`config.mk`:
```
export PLATFORM = sky130hd
export DESIGN_NAME = phbb_post
export DESIGN_NICKNAME = d
export VERILOG_FILES = /design/src/rtl/phbb_pkg.sv /design/src/rtl/phbb_post.sv
export SDC_FILE = /design/constraint.sdc
export NUM_CORES = 1
export LEC_CHECK = 0
export CORE_AREA = 2 2 83 85
export CTS_BUF_LIST = sky130_fd_sc_hd__clkbuf_4
export CTS_CLUSTER_SIZE = 40
export DETAILED_ROUTE_END_ITERATION = 10
export DIE_AREA = 0 0 85 87
export DONT_BUFFER_PORTS = 1
export GPL_ROUTABILITY_DRIVEN = 1
export HOLD_SLACK_MARGIN = 0.15
export PLACE_DENSITY_LB_ADDON = 0.15
export SLEW_MARGIN = 0
export SYNTH_ARGS = -nofsm -noshare
export SYNTH_HDL_FRONTEND = slang
export SYNTH_SLANG_ARGS = --single-unit
```
`constraint.sdc`:
```
create_clock -name clock -period 3.25 [get_ports clock]
set_input_delay 0.4875 -clock clock [delete_from_list [all_inputs] [get_ports clock]]
set_output_delay 0.4875 -clock clock [all_outputs]
set_load 0.02 [all_outputs]
```
`src/rtl/phbb_pkg.sv`:
```
// Shared types, constants and the arctangent table for the pursuit heading controller.
// Used by every module of the block; depends on nothing else.
package phbb_pkg;

   // Default structural sizes.
   localparam int POS_WIDTH_DEF     = 24;
   localparam int ANGLE_WIDTH_DEF   = 16;
   localparam int CORDIC_STAGES_DEF = 16;

   // The arctangent table has this many entries; more stages are not built.
   localparam int ATAN_TABLE_LEN = 24;

   // Configuration port sizes.
   localparam int CSR_INDEX_WIDTH = 8;
   localparam int CSR_DATA_WIDTH  = 16;

   // Register reset values: a quarter-of-a-quarter turn deadband, 1.1 rad/s
   // times 4096, and the two commanded speeds.
   localparam logic [14:0] DEADBAND_RESET      = 15'd4096;
   localparam logic [14:0] MAX_TURN_RATE_RESET = 15'd4506;
   localparam logic [15:0] TURNING_SPEED_RESET = 16'd50;
   localparam logic [15:0] CRUISE_SPEED_RESET  = 16'd1000;

   // Configuration register indexes.
   typedef enum logic [CSR_INDEX_WIDTH-1:0] {
      CSR_DEADBAND_ANGLE = 8'd0,
      CSR_MAX_TURN_RATE  = 8'd1,
      CSR_TURNING_SPEED  = 8'd2,
      CSR_CRUISE_SPEED   = 8'd3
   } csr_index_type;

   // arctan(2^-i) in units of 2^32 per turn, rounded to nearest.
   localparam logic [31:0] ATAN_TABLE [ATAN_TABLE_LEN] = '{
      32'h20000000, 32'h12E4051E, 32'h09FB385B, 32'h051111D4,
      32'h028B0D43, 32'h0145D7E1, 32'h00A2F61E, 32'h00517C55,
      32'h0028BE53, 32'h00145F2F, 32'h000A2F98, 32'h000517CC,
      32'h00028BE6, 32'h000145F3, 32'h0000A2FA, 32'h0000517D,
      32'h000028BE, 32'h0000145F, 32'h00000A30, 32'h00000518,
      32'h0000028C, 32'h00000146, 32'h000000A3, 32'h00000051
   };

   // One input transaction.
   typedef struct packed {
      logic signed [23:0] own_x;
      logic signed [23:0] own_y;
      logic [15:0]        own_heading;
      logic signed [23:0] target_x;
      logic signed [23:0] target_y;
   } req_type;

   // One result transaction.
   typedef struct packed {
      logic signed [15:0] turn_rate;
      logic [15:0]        speed;
      logic [15:0]        bearing;
   } rsp_type;

   // Configuration register contents.
   typedef struct packed {
      logic [14:0] deadband_angle;
      logic [14:0] max_turn_rate;
      logic [15:0] turning_speed;
      logic [15:0] cruise_speed;
   } cfg_type;

   // Control that travels with each item down the pipeline.
   typedef struct packed {
      logic valid;
      logic zero;    // target and vehicle coincide
   } ctl_type;

endpackage

```
`src/rtl/phbb_post.sv`:
```
// Bearing rounding and wrapped heading error, one pipeline stage.
// Depends on phbb_pkg for the control struct.
module phbb_post #(
   parameter int ANGLE_WIDTH = 16
) (
   input  logic                    clock,
   input  logic                    reset,
   input  logic                    en,
   input  phbb_pkg::ctl_type       ctl_i,
   input  logic [31:0]             z_i,
   input  logic [ANGLE_WIDTH-1:0]  heading_i,
   output logic                    valid_o,
   output logic [ANGLE_WIDTH-1:0]  bearing_o,
   output logic [ANGLE_WIDTH-1:0]  diff_o
);
   import phbb_pkg::*;

   localparam logic [31:0] ROUND_ADD = 32'd1 << (31 - ANGLE_WIDTH);

   logic [31:0]            rounded;
   logic                   valid_ff;
   logic [ANGLE_WIDTH-1:0] bearing_ff, bearing_in, diff_ff, diff_in;

   // Round half-up to the angle width; coincident points give bearing zero.
   always_comb begin
      rounded    = z_i + ROUND_ADD;
      bearing_in = ctl_i.zero ? '0 : rounded[31 -: ANGLE_WIDTH];
      diff_in    = bearing_in - heading_i;
   end

   always_ff @(posedge clock) begin
      if (reset) begin
         valid_ff <= 1'b0;
      end else if (en) begin
         valid_ff <= ctl_i.valid;
      end
   end

   always_ff @(posedge clock) begin
      if (en) begin
         bearing_ff <= bearing_in;
         diff_ff    <= diff_in;
      end
   end

   assign valid_o   = valid_ff;
   assign bearing_o = bearing_ff;
   assign diff_o    = diff_ff;

endmodule

```
After elaboration in Yosys (flattened, before gate mapping). Cells that the tools add are included.

Flip-flop bits (word level): 33. Bits of input ports: 53. Output and inout bits: 33. Logic and storage cells: 6.

$add $sub $neg: 2. Mux-type cells: 1.

Operators with widths (number): $add 32x16->32 const B (1); $mux 16 (1); $sub 16x16->16 (1).

Logic depth before layout (Yosys ltp).
Depth in word-level cells: 3. Mapped depth: 14. Mapped depth without buffers: 13.

Least setup slack after synthesis. No wires, ideal clock.

Path type: input port to flip-flop. Start: input z_i[15]. End: register diff_ff[12], in the netlist diff_o[12] (data pin). Library setup time: 272 ps. Arrival time: 3082 ps. Required time: 2978 ps. Slack: -104 ps. Stages on the path: 11. Path through: ha_1 > nand3_1 > or3_1 > a21oi_1 > ha_1 > a21o_1 > a21o_1 > a221oi_4 > a21oi_2 > and3b_1 > or4_1.

Longest elaborated chain between the ends: 3.

RTL lines: start, declared (RTL line phbb_post.sv:10) `input logic [31:0] z_i,`; $add 32x16->32 (RTL line phbb_post.sv:26) `rounded = z_i + ROUND_ADD;`; $mux 16 (RTL line phbb_post.sv:27) `bearing_in = ctl_i.zero ? '0 : rounded[31 -: ANGLE_WIDTH];`; named net bearing_in[5] (RTL line phbb_post.sv:22) `logic [ANGLE_WIDTH-1:0] bearing_ff, bearing_in, diff_ff, diff_in;`; $sub 16x16->16 (RTL line phbb_post.sv:28) `diff_in = bearing_in - heading_i;`; named net diff_in[12] (RTL line phbb_post.sv:22); end signal, assigned (RTL line phbb_post.sv:42) `diff_ff <= diff_in;`; end, declared (RTL line phbb_post.sv:22).

The timed path passes the listed nets, and every way through them passes these cells. A chain may end at the register's enable or synchronous reset.

Worst setup path after layout. Same ends and word-level chain as after synthesis.

==> run_results.csv <==
group,metric,value,unit
outcome,status,"finished, final reports clean",
worst_setup_path,worst-path-buf-inv,0,
job,max_cap_viol_count,0,
placement,gp_congestion,0.836,
worst_setup_path,slowest_stage,"or4_1",
drt,wl_per_cell,15.0,um
grt,overflow,0,
worst_hold_path,hp-class,"input pin to flop",
logic_synthesis,synthCells,203,
sta,fin_crit,2.85,ns
grt,top_usage_layer,"met2",
drt,drt_pass1_iterations,4,
logic_synthesis,syn_nets,273,
grt,grt_pass1_vias,1390,
clock_network,postCtsSetupRepairBufs,0,
worst_setup_path,critPathTopFamily,"simple AND/OR/NAND/NOR gates",
worst_setup_path,cp_max_fo,5,
drt,detail_route.wirelength,4510,um
grt,grt_use_met3,0.0531,
finish,final_common_cell,"edfxtp_1",
sta,final-setup-viol-count,0,
logic_synthesis,synth.yosys.warnings,0,
clock_network,max-clock-path-buffers,2,
clock_network,cts.htree.levels,2,
worst_setup_path,path_class,"input pin to flop",
logic_synthesis,synthArstFlopShare,0,
worst_setup_path,required,3.33,ns
placement,dpl.hpwl,3610,um
die,fp-row-count,30,
worst_setup_path,path_cells,"ha_4 -> nand3_4 -> or3_1 -> a21oi_2 -> ha_1 -> a21o_1 -> a21o_1 -> a221oi_4 -> a21oi_2 -> and3b_1 -> or4_1",
pwr,leakage,1.00,nW
clock_network,cts_root_buf,"clkbuf_4",
worst_setup_path,arrival,2.93,ns
worst_hold_path,hold_depth,1,
logic_synthesis,syn_area,2150,sq um
sta,tightest_slew,0.349,ns
die,dieArea,7400,sq um
drt,ant_nets,0,
grt,grt_max_degree,34,
logic_synthesis,synth_seq_area_share,0.457,
sta,fin_setup_tns,0,ns
die,fp.dieW,85,um
finish,fin_util,0.366,
sta,hold_viol,0,
drt,drt_iter0_drc,56,
drt,drc,0,
sta,slew_violations,0,
sta,fmax,351,MHz
logic_synthesis,synth_edf_count,32,
logic_synthesis,ys_ff_latch,33,
pwr,vdd_drop_max,147,uV
clock_network,cts-hold-fix-buffers,0,
worst_setup_path,max_stage_delay,0.49,ns
finish,final_cell_mix,"edfxtp_1 (32), inv_1 (23), nor2_1 (21)",
grt,grt_antenna_before_repair,0,
finish,drive_gt1_frac,0.123,
logic_synthesis,avgSynthCellArea,10.6,sq um
clock_network,cts_buffers,5,
die,initial_core_util,0.327,
sta,clock_skew,0,ns
finish,area_delta_synth_final,12.1,%
clock_network,cts_tree,"done",
worst_hold_path,hold_start,"reset",
grt,use_met2,0.190,
die,ioPinCount,86,
worst_setup_path,worstReg2RegEnd,"valid_o",
finish,final_nets,289,
finish,fill_cells,673,
clock_network,path_clk_slew,0.10,ns
worst_setup_path,worstReg2RegStart,"valid_o",
grt,grt_pass1_wl,7160,um
clock_network,ctsResizeCount,0,
placement,port-buffer-count,0,
drt,num_vias,1468,
clock_network,clk_latency,0.32,ns
worst_setup_path,rr_worst_depth,2,
clock_network,clkSinkCount,33,
worst_hold_path,hold_path_end,"valid_o",
worst_setup_path,end_kind,"flop",
sta,slew_headroom,0.765,
grt,grtUsageTotal,0.125,
worst_setup_path,r2r_setup_slack,2.55,ns
worst_setup_path,critPathLaunchType,"input pin",
drt,via_per_inst,4.89,
logic_synthesis,synth_flop_cell,"edfxtp_1",
grt,grt_use_met1,0.159,
finish,num_antenna_cells,0,
pwr,p_per_area,430,nW/um^2
sta,rsz0062_at_grt,"no",
die,core_area,6570,sq um
sta,fin_crit_sh,0.877,
die,die_h,87,um
logic_synthesis,synthDistinctLibCells,37,
-- kinds of logic after synthesis --
| family | count (synthesis) | synth area share |
|---|---|---|
| compound gates | 39 | 0.129 |
| xor+xnor | 23 | 0.100 |
| fa+ha+maj | 17 | 0.103 |
| buf+inv | 25 | 0.0437 |
| flops | 33 | 0.457 |
| mux | 2 | 0.00932 |
| simple gates | 64 | 0.159 |
-- metal layers --
metal / up-vias / wire length (um)
li1: 757 / -
met1: 664 / 2000
met2: 40 / 2100
met3: 7 / 323
met4: 0 / 78
met5: - / 0
-- final cells by class --
type	count	area, sq um	area share
clock buffers	6	45.0	0.0187
clock inverters	2	10.0	0.00416
inverters	23	86.3	0.0359
multi-input cells	145	1100	0.458
flip-flops and latches	33	981	0.407
well taps	80	100	0.0416
repair buffers	11	82.6	0.0343
-- per-stage QoR --
step | cell area (sq um) | power [mW] | setup WS, ns | hold slack, ns | std cells
floorplan | 2180 | 0.768 | 0.0457 | 0.560 | 203
global placement | 2350 | 0.816 | 0.0385 | 0.561 | 292
detailed placement | 2350 | 0.818 | 0.0371 | 0.564 | 292
CTS | 2410 | 1.06 | 0.404 | 0.192 | 300
global route | 2410 | 1.10 | 0.272 | 0.183 | 300
finish | 2410 | 1.04 | 0.400 | 0.216 | 300
-- where the power goes --
group	internal (mW)	leakage (nW)	total [mW]	switching, mW
registers	0.534	0.319	0.613	0.0792
clock network	0.0908	0.0354	0.231	0.140
logic	0.0930	0.649	0.192	0.0992
-- cell usage after synthesis (all sizes together), types with 3 or more instances --
cell	instances	share of area
a21o	7	0.024
a21oi	12	0.030
edfxtp	32	0.45
ha	16	0.093
inv	23	0.040
nand2	10	0.017
nand2b	4	0.012
nand3	7	0.016
nand4	6	0.017
nor2	21	0.037
nor2b	4	0.015
nor3	3	0.0070
o21a	3	0.010
o21ai	8	0.019
xnor2	9	0.037
xor2	13	0.053
-- worst max-delay path by stage --
| stage | cells past startpoint | end | slack, ns | startpoint |
|---|---|---|---|---|
| final | 11 | diff_o[12] | 0.40 | z_i[15] |
| after global routing | 11 | diff_o[12] | 0.27 | z_i[15] |
| after CTS | 11 | diff_o[12] | 0.40 | z_i[15] |
| after detailed placement | 11 | diff_o[12] | 0.04 | z_i[15] |
| after global placement | 11 | diff_o[12] | 0.04 | z_i[15] |
| after floorplan | 11 | diff_o[12] | 0.05 | z_i[15] |
-- state kept, by name, indices dropped and copies added, names as in the netlist --
name	cells
diff_o	16
valid_o	1
bearing_o	16
(Power assumes the default switching activity.)
