<file path="config.mk">
export PLATFORM = sky130hd
export DESIGN_NAME = phbb_out
export DESIGN_NICKNAME = d
export VERILOG_FILES = /design/src/rtl/phbb_pkg.sv /design/src/rtl/phbb_out.sv
export SDC_FILE = /design/constraint.sdc
export NUM_CORES = 1
export LEC_CHECK = 0
export BUFFER_PORTS_ARGS = -buffer_cell sky130_fd_sc_hd__buf_2
export CAP_MARGIN = 40
export CELL_PAD_IN_SITES_DETAIL_PLACEMENT = 0
export CELL_PAD_IN_SITES_GLOBAL_PLACEMENT = 1
export CORE_ASPECT_RATIO = 0.8
export CORE_MARGIN = 2
export CORE_UTILIZATION = 42
export CTS_BUF_LIST = sky130_fd_sc_hd__clkbuf_2
export DETAILED_ROUTE_END_ITERATION = 7
export PLACE_DENSITY = 0.86
export SLEW_MARGIN = 15
export SYNTH_ARGS = -nofsm -noshare
export SYNTH_HDL_FRONTEND = slang
export SYNTH_SLANG_ARGS = --single-unit
</file>
<file path="constraint.sdc">
create_clock -name clock -period 8.1 [get_ports clock]
set_input_delay 0.81 -clock clock [delete_from_list [all_inputs] [get_ports clock]]
set_output_delay 0.81 -clock clock [all_outputs]
set_load 0.01 [all_outputs]
</file>
<file path="src/rtl/phbb_pkg.sv">
// Shared types, constants and the arctangent table for the pursuit heading controller.
// Used by every module of the block; depends on nothing else.
package phbb_pkg;

   // Default structural sizes.
   localparam int POS_WIDTH_DEF     = 24;
   localparam int ANGLE_WIDTH_DEF   = 16;
   localparam int CORDIC_STAGES_DEF = 16;

   // The arctangent table has this many entries; more stages are not built.
   localparam int ATAN_TABLE_LEN = 24;

   // Configuration port sizes.
   localparam int CSR_INDEX_WIDTH = 8;
   localparam int CSR_DATA_WIDTH  = 16;

   // Register reset values: a quarter-of-a-quarter turn deadband, 1.1 rad/s
   // times 4096, and the two commanded speeds.
   localparam logic [14:0] DEADBAND_RESET      = 15'd4096;
   localparam logic [14:0] MAX_TURN_RATE_RESET = 15'd4506;
   localparam logic [15:0] TURNING_SPEED_RESET = 16'd50;
   localparam logic [15:0] CRUISE_SPEED_RESET  = 16'd1000;

   // Configuration register indexes.
   typedef enum logic [CSR_INDEX_WIDTH-1:0] {
      CSR_DEADBAND_ANGLE = 8'd0,
      CSR_MAX_TURN_RATE  = 8'd1,
      CSR_TURNING_SPEED  = 8'd2,
      CSR_CRUISE_SPEED   = 8'd3
   } csr_index_type;

   // arctan(2^-i) in units of 2^32 per turn, rounded to nearest.
   localparam logic [31:0] ATAN_TABLE [ATAN_TABLE_LEN] = '{
      32'h20000000, 32'h12E4051E, 32'h09FB385B, 32'h051111D4,
      32'h028B0D43, 32'h0145D7E1, 32'h00A2F61E, 32'h00517C55,
      32'h0028BE53, 32'h00145F2F, 32'h000A2F98, 32'h000517CC,
      32'h00028BE6, 32'h000145F3, 32'h0000A2FA, 32'h0000517D,
      32'h000028BE, 32'h0000145F, 32'h00000A30, 32'h00000518,
      32'h0000028C, 32'h00000146, 32'h000000A3, 32'h00000051
   };

   // One input transaction.
   typedef struct packed {
      logic signed [23:0] own_x;
      logic signed [23:0] own_y;
      logic [15:0]        own_heading;
      logic signed [23:0] target_x;
      logic signed [23:0] target_y;
   } req_type;

   // One result transaction.
   typedef struct packed {
      logic signed [15:0] turn_rate;
      logic [15:0]        speed;
      logic [15:0]        bearing;
   } rsp_type;

   // Configuration register contents.
   typedef struct packed {
      logic [14:0] deadband_angle;
      logic [14:0] max_turn_rate;
      logic [15:0] turning_speed;
      logic [15:0] cruise_speed;
   } cfg_type;

   // Control that travels with each item down the pipeline.
   typedef struct packed {
      logic valid;
      logic zero;    // target and vehicle coincide
   } ctl_type;

endpackage

</file>
<file path="src/rtl/phbb_out.sv">
// Turn decision and the output register with a one-entry skid buffer.
// Depends on phbb_pkg for the result and configuration structs.
module phbb_out #(
   parameter int ANGLE_WIDTH = 16
) (
   input  logic                    clock,
   input  logic                    reset,
   input  phbb_pkg::cfg_type       cfg,
   input  logic                    post_valid,
   input  logic [ANGLE_WIDTH-1:0]  post_bearing,
   input  logic [ANGLE_WIDTH-1:0]  post_diff,
   input  logic                    rsp_stall,
   output logic                    rsp_valid,
   output phbb_pkg::rsp_type       rsp_payload,
   output logic                    skid_valid
);
   import phbb_pkg::*;

   logic                   neg, in_band, rsp_load;
   logic [ANGLE_WIDTH-1:0] mag;
   logic [15:0]            rate;
   rsp_type                res;

   logic                   rsp_valid_ff, rsp_valid_in, skid_valid_ff, skid_valid_in;
   rsp_type                rsp_ff, rsp_in, skid_ff, skid_in;

   // Error magnitude against the deadband; half a turn counts as negative.
   always_comb begin
      neg           = post_diff[ANGLE_WIDTH-1];
      mag           = neg ? (ANGLE_WIDTH'(0) - post_diff) : post_diff;
      in_band       = 32'(mag) < 32'(cfg.deadband_angle);
      rate          = 16'(cfg.max_turn_rate);
      res.turn_rate = in_band ? 16'sd0 : $signed(neg ? (16'd0 - rate) : rate);
      res.speed     = in_band ? cfg.cruise_speed : cfg.turning_speed;
      res.bearing   = 16'(post_bearing);
   end

   // The output register takes the skid entry first, else the pipeline result.
   always_comb begin
      rsp_load      = !rsp_valid_ff || !rsp_stall;
      rsp_valid_in  = rsp_valid_ff;
      rsp_in        = rsp_ff;
      skid_valid_in = skid_valid_ff;
      skid_in       = skid_ff;
      if (rsp_load) begin
         if (skid_valid_ff) begin
            rsp_valid_in  = 1'b1;
            rsp_in        = skid_ff;
            skid_valid_in = 1'b0;
         end else begin
            rsp_valid_in  = post_valid;
            rsp_in        = res;
         end
      end else if (post_valid && !skid_valid_ff) begin
         skid_valid_in = 1'b1;
         skid_in       = res;
      end
   end

   always_ff @(posedge clock) begin
      if (reset) begin
         rsp_valid_ff  <= 1'b0;
         skid_valid_ff <= 1'b0;
      end else begin
         rsp_valid_ff  <= rsp_valid_in;
         skid_valid_ff <= skid_valid_in;
      end
   end

   always_ff @(posedge clock) begin
      rsp_ff  <= rsp_in;
      skid_ff <= skid_in;
   end

   assign rsp_valid   = rsp_valid_ff;
   assign rsp_payload = rsp_ff;
   assign skid_valid  = skid_valid_ff;

endmodule

</file>
# Yosys cells after proc, flatten, opt, wreduce, memory -nomap -nowiden
# Cells that the tools add are included.
[totals] regBits=98 in_bits=98 out_inout_bits=50 word_cells=25
[classes] n_addsub=2 magnitude_cmp=1 muxes=6 bitwise_logic=1 reduce_logical=7
[op_table] op="2-to-1 mux 16 bit" n=4
[op_table] op="2-to-1 mux 48 bit" n=1
[op_table] op="less-than comparator 16 x 15 -> 1 bit" n=1
[op_table] op="subtractor 1 x 15 -> 16 bit, first input constant" n=1
[op_table] op="subtractor 1 x 16 -> 16 bit, first input constant" n=1
[op_table] op="zero test 1 bit" n=3
[op_table] op="AND reduction 2 bit" n=1
[op_table] op="OR reduction 2 bit" n=1
[op_table] op="logical AND 1 bit" n=1
[op_table] op="logical OR 1 bit" n=1
[op_table] op="2-to-1 mux 1 bit" n=1
[op_table] op="NOT 1 bit" n=1

# Longest topological paths before layout
[depth] word_depth=5 ltp_mapped=14 ltp_nobuf=12

# Worst setup path after synthesis
# Ideal clock, no wire load.
[synth_path] path_type="in2reg" from="input port rsp_stall" to="register skid_ff[0] (netlist bit), enable pin" setup_ns=0.523 arrival_ns=5.537 t_required_ns=7.577 path_slack_ns=2.040 stages=2 n_path_buf=0 cell_sequence="nand2_1 > nor3b_1"
[synth_between] elab_chain_len=4
[synth_lines] element="start, declared" line="phbb_out.sv:12" rtl="input logic rsp_stall,"
[synth_lines] element="zero test 1 bit" line="phbb_out.sv:40" rtl="rsp_load = !rsp_valid_ff || !rsp_stall;"
[synth_lines] element="logical OR 1 bit" line="phbb_out.sv:40"
[synth_lines] element="NOT 1 bit (no source line)"
[synth_lines] element="AND reduction 2 bit (no source line)"
[synth_lines] element="end signal, assigned" line="phbb_out.sv:72" rtl="skid_ff <= skid_in;"
[synth_lines] element="end, declared" line="phbb_out.sv:25" rtl="rsp_type rsp_ff, rsp_in, skid_ff, skid_in;"
# Every way passes these cells.
# A chain may end at the register's enable or synchronous reset.

# Final worst setup path
[layout_path] from="input port post_diff[11]" to="register rsp_ff, in the netlist rsp_payload[42] (data pin)"
[layout_between] elab_chain_len=5
[layout_lines] element="start, declared" line="phbb_out.sv:11" rtl="input logic [ANGLE_WIDTH-1:0] post_diff,"
[layout_lines] element="subtractor 1 x 16 -> 16 bit" line="phbb_out.sv:30" rtl="mag = neg ? (ANGLE_WIDTH'(0) - post_diff) : post_diff;"
[layout_lines] element="2-to-1 mux 16 bit *" line="phbb_out.sv:30"
[layout_lines] element="less-than comparator 16 x 15 -> 1 bit *" line="phbb_out.sv:31" rtl="in_band = 32'(mag) < 32'(cfg.deadband_angle);"
[layout_lines] element="2-to-1 mux 16 bit *" line="phbb_out.sv:33" rtl="res.turn_rate = in_band ? 16'sd0 : $signed(neg ? (16'd0 - rate) : rate);"
[layout_lines] element="2-to-1 mux 48 bit *" line="phbb_out.sv:46" rtl="if (skid_valid_ff) begin"
[layout_lines] element="end signal, assigned" line="phbb_out.sv:71" rtl="rsp_ff <= rsp_in;"
[layout_lines] element="end, declared" line="phbb_out.sv:25"
# Every way passes the cells marked *; elsewhere a longest branch is shown, timed or not.

==> impl_metrics.json <==
{
  "status": "finished clean",
  "period_share_pct": 51.38,
  "ant_nets": 0,
  "finalClockSkew_ns": 0.03128,
  "p_int_uw": 764.7,
  "cellLeakagePower_nw": 2.459,
  "via_count": 3674,
  "slew_headroom_pct": 45.98,
  "avgSynthCellArea_um2": 12.32,
  "synthFlopType": "edfxtp_1",
  "io_pins": 148,
  "numCtsBuffers": 9,
  "htree_levels": 3,
  "synth-seq-cells": 98,
  "yosysTopAreaCell": "edfxtp_1",
  "layout.nets": 658,
  "portBuffers": 147,
  "diodes": 0,
  "grt_overflow": 0,
  "crit_required_ns": 8.44,
  "cts.sinks": 98,
  "drive_gt1_share_pct": 36.07,
  "gp_congestion": 0.7847,
  "firstDrtPassIters": 5,
  "hold_class": "in -> reg",
  "die-area_um2": 12650,
  "ys_types": 39,
  "period_minus_slack_ns": 4.162,
  "netlist_top_cells_count": "edfxtp_1 (96), nand2_1 (29), o21ai_0 (25), o31ai_1 (25), nor2_1 (22)",
  "grt_max_degree": 52,
  "grt_antenna_before_repair": 0,
  "hold_path_depth": 2,
  "dr.first_iter.drc_count": 307,
  "finalSetupViolations": 0,
  "ctsResizeCount": 0,
  "swShare_pct": 29.44,
  "via_per_inst": 5.271,
  "slew_violations": 0,
  "drv_cap": 0,
  "worst_r2r_path_depth": 3,
  "dpl_cell_area_um2": 5847,
  "startpoint_type": "input pin",
  "core_um2": 11470,
  "cts_tree": "built",
  "drt-total-wl_mm": 10.85,
  "synth.area.top_cells": "edfxtp_1 (58%), ha_1 (4.1%), o31ai_1 (3.8%)",
  "fmax_ghz": 0.2403,
  "initial_utilization_pct": 43.05,
  "cts-root-buf": "clkbuf_2",
  "crit_arrival_ns": 4.50,
  "pwr-share-seq_pct": 57.7,
  "clock_insertion_delay_worst_skew_ns": 0.59,
  "clk_path_buf_depth": 2,
  "ys_warn_count": 0,
  "seq_area_frac_synth_pct": 59.17,
  "powerDensity_nw_per_um2": 182.1,
  "grt_pass1_vias": 3604,
  "path_class": "in -> reg",
  "rows": 35,
  "pre_cts_ws_ns": 3.326,
  "final_core_util_pct": 51.88,
  "postCtsSetupRepairBufs": 0,
  "synth_nets": 515,
  "syn_to_final_growth_pct": 20.49,
  "final_hold_viol_count": 0,
  "grt_pass1_wl_mm": 17.66,
  "synth_edf_count": 96,
  "ir_worst_vdd_mv": 0.08489,
  "routedWlPerCell_um": 15.56,
  "critPathCaptureType": "flip-flop",
  "clkPwrFrac_pct": 20.6,
  "nFillCells": 1045,
  "synth_top_cell_area_share_pct": 58.36,
  "switchingPower_uw": 319.1,
  "final_design_area_no_fill_um2": 5952,
  "hpwlAfterDp_mm": 7.796,
  "async_flop_share_pct": 0,
  "tightest_slew_ns": 0.7899,
  "tns_ns": 0,
  "p_comb_share_pct": 21.6,
  "grt_usage_pct": 17.62,
  "ctsHoldBuffers": 0,
  "path_clk_slew_ns": 0.27,
  "drc": 0,
  "power_mw": 1.084,
  "crit_path_max_fanout": 32,
  "rsz0062_at_grt": "no",
  "synth.most_common_cell": "edfxtp_1",
  "synth_cells": 401,
  "fp.dieH_um": 101,
  "setup_slack_ns": 3.938,
  "synthesis.area_um2": 4940,
  "die_w_um": 125.3
}
cells in the final DEF, fill, tap and decap left out, drive strengths merged, types with 2 or more instances in the layout:
cell type,instances
nor3,4
o41ai,5
a21bo,16
buf,153
xnor2,14
or3,2
nand2b,2
xor2,12
mux2,16
or4,4
clkinv,2
clkbuf,9
a21oi,21
nand3,5
dfxtp,2
nor2,23
nor2b,17
ha,16
o31ai,25
edfxtp,96
nor4,2
o21ai,26
inv,22
nand2,29
a31oi,16
stage by stage:
step | instances | hold WS (ns)
6_report | 697 | 0.3690
5_1_grt | 697 | 0.2993
4_1_cts | 697 | 0.3172
3_5_place_dp | 681 | 0.5101
3_3_place_gp | 680 | 0.5009
2_1_floorplan | 401 | 0.4946
power by group through the flow:
stage | clock network, mW | registers, mW | logic [mW]
floorplan | 0 | 0.657 | 0.120
global placement | 0 | 0.637 | 0.222
detailed placement | 0 | 0.638 | 0.235
CTS | 0.233 | 0.627 | 0.237
global route | 0.249 | 0.630 | 0.262
finish | 0.224 | 0.626 | 0.234
sequential cells by signal (all words and copies together) (netlist names):
name / cells
skid_valid: 1
rsp_payload: 48
rsp_valid: 1
skid_ff: 48
layer usage:
metal | part of all wire [%] | routed length (um) | track usage, %
met1 | 43 | 4627 | 22.89
met2 | 48 | 5247 | 28.93
met3 | 8.0 | 864 | 5.839
met4 | 1.0 | 108 | 4.188
met5 | 0 | 0 | 0
kinds of logic (layout without fill, tap and decap cells):
logic type	after synthesis	after routing	share of synthesized area [%]
buffers and inverters	39	187	3.394
xor gates and xnor gates	26	26	4.610
and+or+nand+nor	91	91	9.118
muxes	17	17	3.850
DFF	98	98	59.17
AOI/OAI and AO/OA	114	114	15.81
adders and majority gates	16	16	4.053
critical path, cell delays in order:
cell and delay (ns):
buf_2 0.12, or4_4 0.54, or3_1 0.34, o21ai_0 0.20, xnor2_1 0.15, ha_1 0.26
nand3_1 0.13, nor3_1 0.08, a2111oi_0 0.72, o41ai_2 0.18, buf_4 0.23, nor2_4 0.41
buf_16 0.24, o31ai_1 0.09
worst paths after layout:
check                                        to          start  slack (ns)
worst max-delay path            rsp_payload[42]  post_diff[11]        3.94
worst min-delay path                  rsp_valid          reset        0.37
worst max register to register      skid_ff[18]     skid_valid        6.13
worst min register to register  rsp_payload[34]    skid_ff[34]        0.54
final cells by class:
| cell class | count | area [um^2] | area share [%] |
|---|---|---|---|
| inverters | 18 | 67.56 | 1.135 |
| multi-input cells | 264 | 1869 | 31.41 |
| flip-flops and latches | 98 | 2924 | 49.13 |
| clock inverters | 7 | 60.06 | 1.009 |
| well taps | 148 | 185.2 | 3.111 |
| repair buffers | 153 | 800.8 | 13.45 |
| clock buffers | 9 | 45.04 | 0.7568 |
(Power assumes the default switching activity.)
