[config.mk]
export PLATFORM = sky130hd
export DESIGN_NAME = phbb_cordic_stage
export DESIGN_NICKNAME = d
export VERILOG_FILES = /design/src/rtl/phbb_pkg.sv /design/src/rtl/phbb_cordic_stage.sv
export SDC_FILE = /design/constraint.sdc
export NUM_CORES = 1
export LEC_CHECK = 0
export BUFFER_PORTS_ARGS = -buffer_cell sky130_fd_sc_hd__buf_2
export CAP_MARGIN = 20
export CORE_MARGIN = 4
export CORE_UTILIZATION = 37
export DETAILED_ROUTE_END_ITERATION = 10
export HOLD_SLACK_MARGIN = 0.05
export PLACE_DENSITY = 0.64
export SLEW_MARGIN = 20
export SYNTH_ARGS = -nofsm -noshare
export SYNTH_HDL_FRONTEND = slang
export SYNTH_SLANG_ARGS = --single-unit
[constraint.sdc]
create_clock -name clock -period 5.3 [get_ports clock]
set_input_delay 1.06 -clock clock [delete_from_list [all_inputs] [get_ports clock]]
set_output_delay 1.06 -clock clock [all_outputs]
set_load 0.05 [all_outputs]
[src/rtl/phbb_pkg.sv]
// Shared types, constants and the arctangent table for the pursuit heading controller.
// Used by every module of the block; depends on nothing else.
package phbb_pkg;

   // Default structural sizes.
   localparam int POS_WIDTH_DEF     = 24;
   localparam int ANGLE_WIDTH_DEF   = 16;
   localparam int CORDIC_STAGES_DEF = 16;

   // The arctangent table has this many entries; more stages are not built.
   localparam int ATAN_TABLE_LEN = 24;

   // Configuration port sizes.
   localparam int CSR_INDEX_WIDTH = 8;
   localparam int CSR_DATA_WIDTH  = 16;

   // Register reset values: a quarter-of-a-quarter turn deadband, 1.1 rad/s
   // times 4096, and the two commanded speeds.
   localparam logic [14:0] DEADBAND_RESET      = 15'd4096;
   localparam logic [14:0] MAX_TURN_RATE_RESET = 15'd4506;
   localparam logic [15:0] TURNING_SPEED_RESET = 16'd50;
   localparam logic [15:0] CRUISE_SPEED_RESET  = 16'd1000;

   // Configuration register indexes.
   typedef enum logic [CSR_INDEX_WIDTH-1:0] {
      CSR_DEADBAND_ANGLE = 8'd0,
      CSR_MAX_TURN_RATE  = 8'd1,
      CSR_TURNING_SPEED  = 8'd2,
      CSR_CRUISE_SPEED   = 8'd3
   } csr_index_type;

   // arctan(2^-i) in units of 2^32 per turn, rounded to nearest.
   localparam logic [31:0] ATAN_TABLE [ATAN_TABLE_LEN] = '{
      32'h20000000, 32'h12E4051E, 32'h09FB385B, 32'h051111D4,
      32'h028B0D43, 32'h0145D7E1, 32'h00A2F61E, 32'h00517C55,
      32'h0028BE53, 32'h00145F2F, 32'h000A2F98, 32'h000517CC,
      32'h00028BE6, 32'h000145F3, 32'h0000A2FA, 32'h0000517D,
      32'h000028BE, 32'h0000145F, 32'h00000A30, 32'h00000518,
      32'h0000028C, 32'h00000146, 32'h000000A3, 32'h00000051
   };

   // One input transaction.
   typedef struct packed {
      logic signed [23:0] own_x;
      logic signed [23:0] own_y;
      logic [15:0]        own_heading;
      logic signed [23:0] target_x;
      logic signed [23:0] target_y;
   } req_type;

   // One result transaction.
   typedef struct packed {
      logic signed [15:0] turn_rate;
      logic [15:0]        speed;
      logic [15:0]        bearing;
   } rsp_type;

   // Configuration register contents.
   typedef struct packed {
      logic [14:0] deadband_angle;
      logic [14:0] max_turn_rate;
      logic [15:0] turning_speed;
      logic [15:0] cruise_speed;
   } cfg_type;

   // Control that travels with each item down the pipeline.
   typedef struct packed {
      logic valid;
      logic zero;    // target and vehicle coincide
   } ctl_type;

endpackage

[src/rtl/phbb_cordic_stage.sv]
// One vectoring CORDIC iteration with its own pipeline register.
// Depends on phbb_pkg for the arctangent table and the control struct.
module phbb_cordic_stage #(
   parameter int XW          = 43,
   parameter int ANGLE_WIDTH = 16,
   parameter int STAGE       = 0
) (
   input  logic                    clock,
   input  logic                    reset,
   input  logic                    en,
   input  phbb_pkg::ctl_type       ctl_i,
   input  logic signed [XW-1:0]    x_i,
   input  logic signed [XW-1:0]    y_i,
   input  logic [31:0]             z_i,
   input  logic [ANGLE_WIDTH-1:0]  heading_i,
   output phbb_pkg::ctl_type       ctl_o,
   output logic signed [XW-1:0]    x_o,
   output logic signed [XW-1:0]    y_o,
   output logic [31:0]             z_o,
   output logic [ANGLE_WIDTH-1:0]  heading_o
);
   import phbb_pkg::*;

   logic signed [XW-1:0]   xs, ys;
   ctl_type                ctl_ff;
   logic signed [XW-1:0]   x_ff, x_in, y_ff, y_in;
   logic [31:0]            z_ff, z_in;
   logic [ANGLE_WIDTH-1:0] heading_ff;

   // Rotate toward the x axis; the sign of y picks the direction.
   always_comb begin
      xs = x_i >>> STAGE;
      ys = y_i >>> STAGE;
      if (y_i[XW-1]) begin
         x_in = x_i - ys;
         y_in = y_i + xs;
         z_in = z_i - ATAN_TABLE[STAGE];
      end else begin
         x_in = x_i + ys;
         y_in = y_i - xs;
         z_in = z_i + ATAN_TABLE[STAGE];
      end
   end

   always_ff @(posedge clock) begin
      if (reset) begin
         ctl_ff <= '0;
      end else if (en) begin
         ctl_ff <= ctl_i;
      end
   end

   always_ff @(posedge clock) begin
      if (en) begin
         x_ff       <= x_in;
         y_ff       <= y_in;
         z_ff       <= z_in;
         heading_ff <= heading_i;
      end
   end

   assign ctl_o     = ctl_ff;
   assign x_o       = x_ff;
   assign y_o       = y_ff;
   assign z_o       = z_ff;
   assign heading_o = heading_ff;

endmodule

Word-level counts from Yosys, hierarchy flattened. Index checks and enable logic that the tools add are counted.

Register bits: 136. Input bits: 139. Output and inout port bits: 136. Word-level logic and storage cells: 14.

$add $sub $neg: 5. Multiplexer cells: 3.

Operators with widths (number): 2-to-1 mux 43 bit (2); subtractor 43 bit (2); adder 43 bit (1); adder 32 x 30 -> 32 bit (second input constant) (1); 2-to-1 mux 32 bit (1); subtractor 32 x 30 -> 32 bit (second input constant) (1).

Depth between registers and ports, before layout. Gate-level depths: netlist (run 1).

Depth after elaboration: 2. Depth in mapped cells: 13. Depth with buffers taken out: 13.

Worst setup path before layout (run 1). Ideal clock, no wire load.

Path kind: input-to-reg. Start point: in x_i[0]. End point: reg y_ff[42], in the netlist y_o[42] (data pin). Setup time: 0.258 ns. Arrival: 3.814 ns. Slack: 1.228 ns. Stages: 12. Buffers on the path: 0. Cell sequence: ha_1 -> fa_1 -> nor2b_1 -> o311a_1 -> o21a_4 -> a2111oi_4 -> nand4_2 -> a311oi_2 -> o21ai_2 -> a221oi_2 -> a21oi_1 -> xnor2_1.

Longest elaborated chain between the ends: 2. Elaborated cells on any way between the ends: 3.

RTL lines: start, declared (line phbb_cordic_stage.sv:12) `input logic signed [XW-1:0] x_i,`; subtractor 43 bit or adder 43 bit (tied branches) (line phbb_cordic_stage.sv:40, phbb_cordic_stage.sv:36); 2-to-1 mux 43 bit * (line phbb_cordic_stage.sv:34) `if (y_i[XW-1]) begin`; net y_in[42] (line phbb_cordic_stage.sv:26) `logic signed [XW-1:0] x_ff, x_in, y_ff, y_in;`; end signal, assigned (line phbb_cordic_stage.sv:56) `y_ff <= y_in;`; end, declared (line phbb_cordic_stage.sv:26).

Mark *: on every way through the listed nets, which the timed path passes. The rest lies on a longest branch. A chain may end at the register's enable or synchronous reset.

Worst setup path in the final report (run 1).
Start point: in x_i[3]. End point: reg x_ff[35], in the netlist x_o[35] (data pin).

Longest elaborated chain between the ends: 2. Elaborated cells on any way between the ends: 3.

RTL lines: adder 43 bit or subtractor 43 bit (tied branches) (line phbb_cordic_stage.sv:39, phbb_cordic_stage.sv:35); 2-to-1 mux 43 bit * (line phbb_cordic_stage.sv:34); net x_in[35] (line phbb_cordic_stage.sv:26); end signal, assigned (line phbb_cordic_stage.sv:55) `x_ff <= x_in;`; end, declared (line phbb_cordic_stage.sv:26).

Marks and branches as above.

==> out/metrics.cfg, run 1 <==
[drt]
vias=11204
viasPerCell=5.56
drtAntennaViolNets=0
dr.pass1.iters=6
finalWirelength_mm=41.2
wire_per_inst_microns=20.5
drc=0
drt-initial-drc-count=1198

[logic_synthesis]
synth_xor_area_frac=0.0622
synth_compound_area_frac=0.244
synth_cell_type_count=78
synth_edf_count=133
syn-cell-area_sq_um=11800
synth-simple-area-share=0.125
avgSynthCellArea_sq_um=8.77
synthMuxAreaShare=0.0231
synth_top_family_by_area=compound AO/OA/AOI/OAI gates
synth-seq-cells=135
synth_warnings=0
yosysSeqAreaShare=0.341
synth_fa_ha_area_frac=0.140
async_flop_share=0
syn_nets=1618
syn_inst=1349
synth_ff_type=edfxtp_1

[global_routing]
grt_first_pass_wirelength_mm=63.8
grt_pass1_vias=11039
grt_start_max_net_pins=108
grt-ovfl-total=0
grt_usage=0.228
antenna_found_initial=1

[setup_path]
max_stage_delay_ns=0.60
critical_path_depth=13
worstPathMaxFanout=12
crit_family=compound AO/OA/AOI/OAI gates
worstRegToRegCells=2
worstPathRequired_ns=5.48
worst-path-buf-inv=2
r2r_start=ctl_o[0]$_SDFFE_PP0P_
cp.arrival_ns=4.43
worst-r2r-setup-slack_ns=4.69
worstPathCellList=buf_2 -> inv_1 -> ha_1 -> nor2_1 -> a221oi_1 -> nand2_1 -> a21oi_1 -> o311ai_1 -> o2bb2ai_1 -> o41ai_2 -> o21bai_1 -> a21boi_1 -> xnor2_1
cp-endpoint=x_o[35]$_DFFE_PP_
slowest_stage=o41ai_2
crit_type=primary input to flop
end_kind=flop
cp-start-kind=primary input
crit_start=x_i[3]
r2r-end=ctl_o[0]$_SDFFE_PP0P_

[sta]
fin_setup_tns_ns=0
final-hold-violation-count=0
fin_skew_ns=0
worst_pin_slew_ns=1.04
relSlewSlack=0.306
rsz0062_at_grt=false
slew_viol_final=0
setup_viol=0
period_share=0.802
finalCriticalPeriod_ns=4.25
fmax_ghz=0.235

[placed_design]
place.gp.congestion=0.971
io_buffers=274
dp_cells=1982
hpwl_mm=32.5

[clock_network]
cts_tree=yes
worstSkewPairLatency_ns=0.43
cts_setup_buffers=0
cts_max_path_buffers=2
cts-root-buf=clkbuf_16
clock-sinks=135
cts.clk_slew.worst_paths_ns=0.07
htreeDepth=4
post_cts_resized=0
cts_hold_buffers=0
cts_buffers=17

[run_status]
status=completed

[die]
placementRows=65
die_h_microns=187
ioPinCount=275
start_util=0.375
coreArea_sq_um=31600
dieArea_sq_um=34900
die_w_microns=187

[finish]
regArea_sq_um=4030
nets=1868
fillers=3144
multiInputGateArea_sq_um=7030
final_common_cell=buf_2
insertedDiodeCount=0
instances_no_fill=2014
syn_to_final_growth_pct=20.0
drive_above_1_share=0.226
layout_common_cells=273 x buf_2, 182 x a21oi_1, 133 x edfxtp_1, 126 x ha_1, 119 x nor2_1

[worst_hold_path]
whs_path_depth=2
hold_path.class=flop to flop

[power]
ir_worst_vdd_mv=0.227
power_density_nw_per_um2=314
p_leak_nw=6.26

[run]
cap_violations=0

-- flip-flops by register name (all words and copies together) (netlist names) --
name	flops
x_o	43
z_o	32
y_o	42
ctl_o	2
heading_o	16
-- routing by layer --
layer | wire [microns] | vias to the layer above | GRT usage
met5 | 13 | - | 0
met4 | 830 | 2 | 0.0609
met3 | 3140 | 54 | 0.0486
met2 | 18400 | 551 | 0.355
met1 | 18900 | 5254 | 0.322
li1 | - | 5343 | -
-- cells in the mapped netlist (all sizes together) (4+ instances only) --
cell type | n | area (sq um)
a21oi | 182 | 911
inv | 134 | 503
edfxtp | 133 | 3990
ha | 126 | 1580
nor2 | 119 | 447
o21ai | 97 | 489
xnor2 | 78 | 683
nand2 | 65 | 244
clkbuf | 41 | 154
o21bai | 31 | 233
a21o | 25 | 188
mux2i | 25 | 250
buf | 21 | 90.1
nand3 | 21 | 105
nand4 | 21 | 138
nor3 | 20 | 100
nand2b | 15 | 93.8
a21boi | 14 | 105
nor4 | 14 | 87.6
nor2b | 13 | 81.3
o31ai | 13 | 97.6
o211ai | 12 | 90.1
o21a | 11 | 90.1
a211oi | 10 | 80.1
a221oi | 6 | 65.1
o22ai | 6 | 37.5
or2 | 6 | 37.5
or3 | 6 | 37.5
xor2 | 6 | 52.6
and3 | 5 | 31.3
o311ai | 5 | 43.8
a2111oi | 4 | 53.8
a211o | 4 | 35.0
a311oi | 4 | 41.3
a31o | 4 | 35.0
a31oi | 4 | 25.0
fa | 4 | 80.1
o21ba | 4 | 40.0
-- cells by family after synthesis --
group	count (synthesis)
XOR/XNOR	84
AO/OA/AOI/OAI	459
multiplexers	27
AND/OR/NAND/NOR	315
adder cells (fa/ha/maj)	130
flip-flops	135
buffers and inverters	199
-- cell type report --
cell class / instances / area share
multi-input cells: 1015 / 0.496
flip-flops and latches: 135 / 0.284
repair buffers: 293 / 0.107
inverters: 137 / 0.0362
well taps: 402 / 0.0355
clock buffers: 17 / 0.0300
clock inverters: 15 / 0.0110
-- per-stage QoR --
step            util  setup slack [ns]  hold WS, ns  power, mW  cell area (sq um)
4_1_cts        0.450              1.16        0.515       4.46              14200
2_1_floorplan      -              1.23        0.733       2.71              11800
5_1_grt        0.450             0.817        0.555       4.65              14200
6_report       0.450              1.05        0.512       4.45              14200
3_5_place_dp   0.431             0.714        0.499       3.23              13600
3_3_place_gp   0.431             0.759        0.474       3.23              13600
-- worst min path at each step --
| stage | end | slack, ns | startpoint |
|---|---|---|---|
| finish | ctl_o[1]$_SDFFE_PP0P_ | 0.51 | ctl_o[1]$_SDFFE_PP0P_ |
| floorplan | ctl_o[0]$_SDFFE_PP0P_ | 0.73 | ctl_o[0]$_SDFFE_PP0P_ |
| global placement | ctl_o[1]$_SDFFE_PP0P_ | 0.47 | ctl_o[1]$_SDFFE_PP0P_ |
| global route | ctl_o[0]$_SDFFE_PP0P_ | 0.56 | ctl_o[0]$_SDFFE_PP0P_ |
| CTS | ctl_o[1]$_SDFFE_PP0P_ | 0.51 | ctl_o[1]$_SDFFE_PP0P_ |
| detailed placement | ctl_o[1]$_SDFFE_PP0P_ | 0.50 | ctl_o[1]$_SDFFE_PP0P_ |
-- worst min-delay path: stages (launching register included) --
cell and delay [ns]:
dfxtp_1 0.33, mux2i_1 0.07, nor2_1 0.08
-- where the power goes --
part           leakage [nW]  switching, mW  internal (mW)
sequential             1.32         0.0464           1.37
combinational          4.66           1.31          0.511
clock                 0.283          0.546          0.666
total                  6.26           1.90           2.55
No activity file was read; power rests on OpenSTA's default activity.
==> run 2, diff against run 1 <==
clock period = 4.2 ns   (was 5.3 ns; I/O delays follow)
==> run 2 against run 1 <==
Non-clock buffer count is 63 higher. Core utilization is 1.5 points higher. First-iteration DRC count is 2.3% lower. Wire length is 0.69% higher. Critical path type unchanged.
==> out/metrics.cfg, run 2 (same netlist as run 1, synthesis figures left out) <==
[sta]
final-hold-violation-count=0  ; unchanged
relSlewSlack=0.497  ; +0.191
finalCriticalPeriod_ns=3.87
fmax_ghz=0.258
rsz0062_at_grt=false
fin_skew_ns=0  ; unchanged
slew_viol_final=0  ; unchanged
period_share=0.922
worst_pin_slew_ns=0.748  ; -0.294 ns
setup_viol=0  ; unchanged

[setup_path]
worst-r2r-setup-slack_ns=3.62  ; -1.07 ns
cp-start-kind=primary input
end_kind=flop
worstPathMaxFanout=4  ; -8
crit_type=primary input to flop
worstPathRequired_ns=4.38  ; -1.10 ns
cp.arrival_ns=4.05  ; -0.38 ns

[clock_network]
clock-sinks=135  ; unchanged
cts_tree=yes
worstSkewPairLatency_ns=0.42  ; about the same
cts_setup_buffers=0  ; unchanged
cts.clk_slew.worst_paths_ns=0.06  ; about the same
cts_hold_buffers=0  ; unchanged
cts_max_path_buffers=2  ; unchanged
post_cts_resized=0  ; unchanged
cts_buffers=17  ; unchanged
htreeDepth=4  ; unchanged
cts-root-buf=clkbuf_16

[global_routing]
grt_use_met3=0.0398  ; -0.00879
antenna_found_initial=0  ; -1
grt_pass1_vias=11147  ; +0.98%
grt_first_pass_wirelength_mm=63.9  ; +0.12%
busiest_layer=met2
grt-ovfl-total=0  ; unchanged
met1_usage=0.331  ; +0.00808
grt_usage=0.228  ; +0.000333
grt_start_max_net_pins=61  ; -44%
grt_use_met2=0.352  ; -0.00309

[run_status]
status=completed

[die]
die_h_microns=187  ; unchanged
coreArea_sq_um=31600  ; unchanged
ioPinCount=275  ; unchanged
placementRows=65  ; unchanged
dieArea_sq_um=34900  ; unchanged
die_w_microns=187  ; unchanged
start_util=0.375  ; unchanged

[power]
swShare=0.423  ; -0.00390
netSwitchingPower_mw=2.40  ; +26%
p_leak_nw=6.55  ; +4.6%
power_density_nw_per_um2=387  ; +24%
p_total_mw=5.67  ; +28%
p_int_mw=3.27  ; +28%
comb_power_share=0.419  ; +0.010
p_clk_frac=0.266  ; -0.007
ir_worst_vdd_mv=0.270  ; +19%
seqPwrFrac=0.315  ; -0.004

[finish]
syn_to_final_growth_pct=23.8
fillers=3159  ; +0.48%
instances_no_fill=2077  ; +3.1%
drive_above_1_share=0.254  ; +0.0285
layout_common_cells=273 x buf_2, 182 x a21oi_1, 133 x edfxtp_1, 126 x ha_1, 119 x nor2_1
insertedDiodeCount=0  ; unchanged
final_common_cell=buf_2
nets=1931  ; +3.4%
largest_reg_flops=43  ; unchanged

[placed_design]
hpwl_mm=33.6  ; +3.3%
io_buffers=274  ; unchanged
place.gp.congestion=0.977  ; +0.60%
dp_cells=2045  ; +3.2%

[drt]
viasPerCell=5.51  ; -0.91%
vias=11449  ; +2.2%
drtAntennaViolNets=0  ; unchanged
finalWirelength_mm=41.5  ; +0.69%
dr.pass1.iters=6  ; unchanged
drt-initial-drc-count=1171  ; -2.3%
wire_per_inst_microns=20.0  ; -2.4%
drc=0  ; unchanged

[worst_hold_path]
hold_path.class=flop to flop

[run]
cap_violations=0  ; unchanged

[run 2: cell types whose count changed in the layout (fill, tap and decap cells not counted)]
cell / before / now
clkinv_1: 3 / 4
buf_4: 19 / 82
inv_6: 5 / 6
clkinv_4: 2 / 1
clkinvlp_4: 2 / 4
inv_8: 4 / 1
[run 2: worst max-delay path, stage by stage]
cell       delay, ns
buf_2           0.11
ha_1            0.24
fa_1            0.41
nor2b_1         0.17
o311a_1         0.33
o21a_4          0.25
a2111oi_4       0.28
buf_4           0.19
nand4_2         0.14
a311oi_2        0.39
o21ai_2         0.14
a221oi_2        0.28
a21oi_1         0.12
xnor2_1         0.16
[run 2: area by class of cell]
type	count	area, sq um	share of cell area
Timing Repair Buffer	356	1990	0.136
Multi-Input combinational cell	1015	7030	0.480
Clock inverter	15	141	0.00965
Sequential cell	135	4030	0.275
Tap cell	402	503	0.0343
Inverter	137	514	0.0351
Clock buffer	17	425	0.0290
[run 2: worst paths after layout]
path                            cells past startpoint                    end                  start
worst min-delay path                                2  ctl_o[0]$_SDFFE_PP0P_  ctl_o[0]$_SDFFE_PP0P_
worst max-delay path                               14      y_o[42]$_DFFE_PP_                 x_i[0]
worst min register to register                      2  ctl_o[0]$_SDFFE_PP0P_  ctl_o[0]$_SDFFE_PP0P_
worst max register to register                      2  ctl_o[1]$_SDFFE_PP0P_  ctl_o[1]$_SDFFE_PP0P_
[run 2: stage by stage]
| step | setup TNS (ns) | cell area, sq um | setup slack (ns) | hold WS (ns) | utilization |
|---|---|---|---|---|---|
| after CTS | 0 | 14600 | 0.384 | 0.506 | 0.464 |
| after global routing | 0 | 14600 | 0.242 | 0.532 | 0.464 |
| after floorplan | 0 | 11800 | 0.348 | 0.733 | - |
| after detailed placement | -0.137 | 14100 | -0.0570 | 0.488 | 0.446 |
| final | 0 | 14600 | 0.329 | 0.502 | 0.464 |
| after global placement | -0.0427 | 14100 | -0.0305 | 0.477 | 0.446 |
[run 2: metal layers]
metal	vias to the layer above	part of all wire
met3	58	0.078
li1	5470	-
met2	558	0.44
met4	0	0.023
met5	-	0
met1	5363	0.46
[run 2: power by group through the flow]
stage               combinational (mW)  sequential (mW)  clock [mW]
floorplan                        0.949             2.47           0
detailed placement                2.35             1.82           0
CTS                               2.36             1.79        1.54
global placement                  2.35             1.81           0
global route                      2.53             1.80        1.60
finish                            2.38             1.78        1.51
